### src/rtl/wsd_pkg.sv
`timescale 1ns / 1ps
// Shared types, codes and defaults for the work-stealing deque core.
// No dependencies; used by every module of the block.
package wsd_pkg;

    localparam int DEPTH_DEF     = 64;
    localparam int MAX_BATCH_DEF = 16;

    localparam int KIND_W   = 2;
    localparam int WORD_W   = 64;
    localparam int LIMIT_W  = 5;
    localparam int STATUS_W = 2;
    localparam int OCC_W    = 7;

    typedef enum logic [KIND_W-1:0] {
        K_PUSH  = 2'd0,
        K_POP   = 2'd1,
        K_STEAL = 2'd2,
        K_BATCH = 2'd3
    } t_kind;

    typedef enum logic [STATUS_W-1:0] {
        ST_OK      = 2'd0,
        ST_FULL    = 2'd1,
        ST_EMPTY   = 2'd2,
        ST_INVALID = 2'd3
    } t_status;

    typedef enum logic [1:0] {
        S_IDLE,
        S_EXEC,
        S_EMIT
    } t_state;

    // controller -> datapath
    typedef struct packed {
        logic load;   // capture a new beat
        logic exec;   // run one access on the ring and pointers
        logic emit;   // drive one result beat
    } t_dp_cmd;

    // datapath -> controller
    typedef struct packed {
        logic more;   // batch has further items to take
    } t_dp_stat;

endpackage

### src/rtl/wsd_ctrl.sv
`timescale 1ns / 1ps
// Sequencer of the work-stealing deque core.
// Depends on wsd_pkg (state enum, command and status structs).
module wsd_ctrl (
    input  logic              i_clk,
    input  logic              i_rst_n,
    input  logic              i_start,
    input  wsd_pkg::t_dp_stat i_stat,
    output wsd_pkg::t_dp_cmd  o_cmd,
    output logic              o_busy
);

    wsd_pkg::t_state r_state;
    wsd_pkg::t_state n_state;
    logic            busy;

    assign busy = (r_state == wsd_pkg::S_EXEC)
               || (r_state == wsd_pkg::S_EMIT && i_stat.more);

    always_ff @(posedge i_clk) begin
        if (!i_rst_n) begin
            r_state <= wsd_pkg::S_IDLE;
        end else begin
            r_state <= n_state;
        end
    end

    // next state
    always_comb begin
        n_state = r_state;
        case (r_state)
            wsd_pkg::S_IDLE: begin
                if (i_start) n_state = wsd_pkg::S_EXEC;
            end
            wsd_pkg::S_EXEC: begin
                n_state = wsd_pkg::S_EMIT;
            end
            wsd_pkg::S_EMIT: begin
                if (i_stat.more || i_start) n_state = wsd_pkg::S_EXEC;
                else                        n_state = wsd_pkg::S_IDLE;
            end
            default: begin
                n_state = wsd_pkg::S_IDLE;
            end
        endcase
    end

    // outputs
    always_comb begin
        o_busy     = busy;
        o_cmd.load = i_start && !busy;
        o_cmd.exec = (r_state == wsd_pkg::S_EXEC);
        o_cmd.emit = (r_state == wsd_pkg::S_EMIT);
    end

endmodule

### config.mk
export PLATFORM = sky130hd
export DESIGN_NAME = wsd_ctrl
export DESIGN_NICKNAME = d
export VERILOG_FILES = /design/src/rtl/wsd_pkg.sv /design/src/rtl/wsd_ctrl.sv
export SDC_FILE = /design/constraint.sdc
export NUM_CORES = 1
export LEC_CHECK = 0
export BUFFER_PORTS_ARGS = -buffer_cell sky130_fd_sc_hd__clkbuf_2
export CORE_AREA = 2 2 39 41
export CTS_CLUSTER_SIZE = 24
export DETAILED_ROUTE_END_ITERATION = 7
export DIE_AREA = 0 0 41 43
export PLACE_DENSITY = 0.3
export SETUP_SLACK_MARGIN = 0.3
export SYNTH_ARGS = -nofsm -noshare
export SYNTH_HDL_FRONTEND = slang
export SYNTH_SLANG_ARGS = --single-unit
### constraint.sdc
create_clock -name i_clk -period 0.9 [get_ports i_clk]
set_input_delay 0.045 -clock i_clk [delete_from_list [all_inputs] [get_ports i_clk]]
set_output_delay 0.045 -clock i_clk [all_outputs]
set_load 0.02 [all_outputs]
==> out/qor.csv, run 1 <==
metric,value,unit
min_from,i_rst_n,
final-setup-viol-count,4,
clkPwrFrac,52.1,%
via_count,129,
grt_max_degree,6,
async_flop_share,0,%
p_sw,108,uW
synthFlopType,dfxtp_1,
clockBufferDepth,2,
slew_headroom,92.5,%
syn_inst,12,
clk_latency,0.23,ns
hold_viol,0,
dp_cells,34,
portBuffers,7,
met2_length,136,microns
internal_power,316,uW
synth.most_common_cell,dfxtp_1,
cp-startpoint,r_state[1]$_SDFFE_PN0P_,
post-place-ws,0.0692,ns
diodes,0,
fin_skew,0.00653,ns
required,0.85,ns
top_level_ports,8,
start_util,7.32,%
antenna_found_initial,0,
seq_power_share,24.5,%
fin_util,19.3,%
detail-route-antenna-nets,0,
m1WireLength,143,microns
top_register,r_state,
cts_tree,built,
fin_crit,1.03,ns
grt_usage,4.91,%
rsz0062_at_grt,yes,
ys_warn_count,0,
first_iter_violations,1,
crit_arrival,0.99,ns
p_comb_share,23.4,%
status,finished with violations,
timing.fmax,968,MHz
hold_class,in2reg,
drc,0,
synth_top_area_share,39.5,%
ir_worst_vdd,465,uV
drv_cap,0,
ys_seq_area_share,39.5,%
route.met3.wl,34,microns
largest_register_ffs,2,
yosys_register_bits,2,
hold_depth,2,
grt_pass1_wl,503,microns
first_pass_iters,2,
reg_top3,r_state (2),
cp-end-kind,output port,
synth_top_cell_by_area,dfxtp_1,
die_x,41,microns
slew_viol_final,0,
syn_avg_cell_area,8.45,sq um
tightest_slew,0.112,ns
sw_frac_of_total,25.4,%
wire_per_inst,8.05,microns
n_fill_cell,155,
dieArea,1760,sq um
place_area,175,sq um
clock-sinks,2,
finalWirelength,314,microns
synth_cell_types,11,
htreeDepth,1,
worst_slack,-0.133,ns
syn2layout_area_growth,164,%
failed_checks,negative setup slack,
start_kind,flip-flop,
r2r-start,r_state[1]$_SDFFE_PN0P_,
final_area,268,sq um
nNetsFinal,28,
fp.dieH,43,microns
clk_pin_slew,0.03,ns
worstSetupPathType,reg2out,
final.period_utilization,115,%
dpl.hpwl,213,microns
synth_edf_count,0,
cts_buffers,3,
leakage,0.112,nW
rows,14,
synth_area,101,sq um
power.density,1580,nW/um^2
final_cells,39,
place_congestion,0.512,
synth_fp_nets,16,
vias_per_cell,3.31,
top_layer,met3,
core-area,1380,sq um
ctsRootBufferMaster,clkbuf_4,
synth_area_leaders,"dfxtp_1 40%, o211a_1 9.9%, buf_4 7.4%",
grt_pass1_vias,138,
reg2regPathDepth,3,
crit_fanout,3,
drive_gt1_share,95.7,%
grt_overflow,0,
## power groups by stage
stage | logic (mW) | registers, mW | clock network (mW)
after global placement | 0.0623 | 0.103 | 0
after CTS | 0.0900 | 0.103 | 0.234
after floorplan | 0.0461 | 0.102 | 0
final | 0.0991 | 0.104 | 0.221
after detailed placement | 0.0633 | 0.103 | 0
after global routing | 0.106 | 0.106 | 0.237
## stage by stage
stage | hold WS, ns | power (mW) | TNS, ns
after floorplan | 0.172 | 0.148 | 0
after global placement | 0.272 | 0.165 | 0
after detailed placement | 0.284 | 0.167 | 0
after CTS | 0.0490 | 0.427 | -0.357
after global routing | 0.0749 | 0.448 | -0.493
final | 0.0696 | 0.424 | -0.315
## placed cells by master, fill, tap and decap left out, types with 2 or more instances in the layout
master	n
clkbuf_4	3
clkbuf_8	2
buf_8	2
clkbuf_2	3
## critical path, stage by stage (launching register included)
cell and delay, ns:
dfxtp_2 0.34, nand2_2 0.07, o211a_4 0.23, buf_8 0.12
## cells by family after synthesis
| logic type | after synthesis | synth area share, % |
|---|---|---|
| AND/OR/NAND/NOR | 5 | 29.6 |
| AO/OA/AOI/OAI | 3 | 19.7 |
| flip-flops | 2 | 39.5 |
| buffers and inverters | 2 | 11.1 |
## timing repair
action | 4_1_cts | 5_1_grt
pin swaps | 0 | 2
gates resized for setup | 11 | 5
buffers inserted | 1 | 0
hold endpoints to repair | 0 | 0
hold buffers | 0 | 0
setup endpoints to repair | 6 | 6
## per-layer routing
layer	up-vias	GRT usage, %
li1	62	-
met1	59	5.43
met2	8	5.31
met3	0	3.14
met4	0	6.00
met5	-	0
## worst paths after layout
check	endpoint	slack, ns
worst max-delay path	o_cmd[2]	-0.13
worst min-delay path	r_state[1]$_SDFFE_PN0P_	0.07
worst max register to register	r_state[1]$_SDFFE_PN0P_	0.14
worst min register to register	r_state[0]$_SDFFE_PN0P_	0.49
## final cells by class
type                       count  area, sq um  share of cell area, %
tap                           16         20.0                   7.48
clock buffer                   4         26.3                   9.81
sequential                     2         45.0                   16.8
inverter                       1         6.26                   2.34
multi-input combinational      8         90.1                   33.6
timing repair buffer           8         80.1                   29.9
No activity file was read; power rests on OpenSTA's default activity.
==> run 2, diff against run 1 <==
--- a/config.mk
+++ b/config.mk
@@ -11,7 +11,8 @@
 export DETAILED_ROUTE_END_ITERATION = 7
 export DIE_AREA = 0 0 41 43
 export PLACE_DENSITY = 0.3
-export SETUP_SLACK_MARGIN = 0.3
+export RECOVER_POWER = 100
+export SETUP_SLACK_MARGIN = 0.15
 export SYNTH_ARGS = -nofsm -noshare
 export SYNTH_HDL_FRONTEND = slang
 export SYNTH_SLANG_ARGS = --single-unit
==> run 2 against run 1 <==
  * The flow still finishes with violations (negative setup slack)
  * Worst setup slack got worse by 0.0068 ns
  * Via count shrank 6.2%
  * Worst hold slack got worse by 0.020 ns
  * Clock power is 11% lower
  * Routed wire length shrank 0.32%
  * Register-to-register slack worse by 0.09 ns
  * Sequential cell count stayed put
  * Critical path depth did not move
  * Combinational power decreased by 19%
  * Utilization shrank 3.1 points
  * Largest power group unchanged
==> out/qor.csv, run 2 (synthesis gave the netlist of run 1 again) <==
metric,value,unit
top_level_ports,8,
post-place-ws,0.0387,ns
hold_class,in2reg,
internal_power,287,uW
final_cell_mix,"3 x clkbuf_4, 3 x clkbuf_2, 3 x buf_4, 2 x clkbuf_8, 2 x dfxtp_2",
grt_pass1_vias,134,
final-setup-viol-count,3,
grt_overflow,0,
die_x,41,microns
failed_checks,negative setup slack,
cts_tree,built,
antenna_found_initial,0,
clockBufferDepth,2,
timing.fmax,962,MHz
fin_skew,0.00358,ns
detail-route-antenna-nets,0,
rows,14,
worstSetupPathType,reg2out,
wire_per_inst,8.03,microns
ctsRootBufferMaster,clkbuf_4,
via_count,121,
drc,0,
slew_headroom,89.9,%
worst_slack,-0.140,ns
final.period_utilization,116,%
ir_worst_vdd,300,uV
required,0.85,ns
tightest_slew,0.152,ns
grt_max_degree,6,
dieArea,1760,sq um
finalWirelength,313,microns
dp_cells,34,
hold_viol,0,
multi_input_area,60.1,sq um
p_sw,91.7,uW
place_area,149,sq um
portBuffers,7,
first_pass_iters,4,
final_area,225,sq um
start_util,7.32,%
diodes,0,
fin_util,16.3,%
htreeDepth,1,
top_register,r_state,
power.density,1680,nW/um^2
reg_top3,r_state (2),
drive_gt1_share,73.9,%
clk_latency,0.22,ns
fin_crit,1.04,ns
cts_buffers,3,
grt_pass1_wl,503,microns
first_iter_violations,2,
seq_power_share,27.0,%
n_fill_cell,158,
crit_arrival,0.99,ns
p_comb_share,21.3,%
final_cells,39,
place_congestion,0.553,
drv_cap,0,
grt_usage,5.01,%
clkPwrFrac,51.7,%
regArea,42.5,sq um
core-area,1380,sq um
fp.dieH,43,microns
rrSetupSlack,0.05,ns
nNetsFinal,29,
syn2layout_area_growth,122,%
clock-sinks,2,
vias_per_cell,3.10,
slew_viol_final,0,
rsz0062_at_grt,yes,
status,finished with violations,
crit_fanout,4,
clk_pin_slew,0.03,ns
leakage,0.110,nW
cp-end-kind,output port,
start_kind,flip-flop,
sw_frac_of_total,24.2,%
postCtsHoldBufs,0,
largest_register_ffs,2,
-- run 2: stage by stage --
step	hold WS (ns)	total power, mW	TNS [ns]
final	0.0498	0.379	-0.257
after global routing	0.0689	0.403	-0.377
after CTS	0.0432	0.388	-0.296
after detailed placement	0.275	0.155	0
after global placement	0.264	0.153	0
after floorplan	0.167	0.136	0
-- run 2: power by group through the flow --
stage               Clock (mW)  Sequential (mW)  Combinational, mW
floorplan                    0           0.0993             0.0365
global placement             0           0.0997             0.0533
detailed placement           0            0.100             0.0547
CTS                      0.209            0.102             0.0773
global route             0.213            0.103             0.0867
finish                   0.196            0.102             0.0806
-- run 2: layout make-up --
class,instances,share of cell area (%)
Timing Repair Buffer,9,33.9
Clock buffer,3,10.0
Multi-Input combinational cell,8,26.7
Inverter,1,1.67
Tap cell,16,8.89
Sequential cell,2,18.9
-- run 2: path summary, 6_finish.rpt --
kind	start	end	cells past startpoint
max	r_state[1]$_SDFFE_PN0P_	o_cmd[2]	3
max reg2reg	r_state[1]$_SDFFE_PN0P_	r_state[1]$_SDFFE_PN0P_	4
min	i_rst_n	r_state[1]$_SDFFE_PN0P_	2
min reg2reg	r_state[0]$_SDFFE_PN0P_	r_state[0]$_SDFFE_PN0P_	1
-- run 2: repair_timing --
action	4_1_cts	5_1_grt
gates resized for setup	10	3
setup buffers	1	1
pin swaps	1	0
setup endpoints to repair	5	5
-- run 2: worst max-delay path, stage by stage (launching register included) --
cell and delay, ns:
dfxtp_2 0.34, nand2b_4 0.13, o211a_1 0.16, clkbuf_8 0.14
-- run 2: layer usage --
layer	wire (microns)	share of wire (%)	global-route usage, %
met1	141	45	4.79
met2	114	36	4.38
met3	58	19	4.71
met4	0	0	8.00
met5	0	0	0
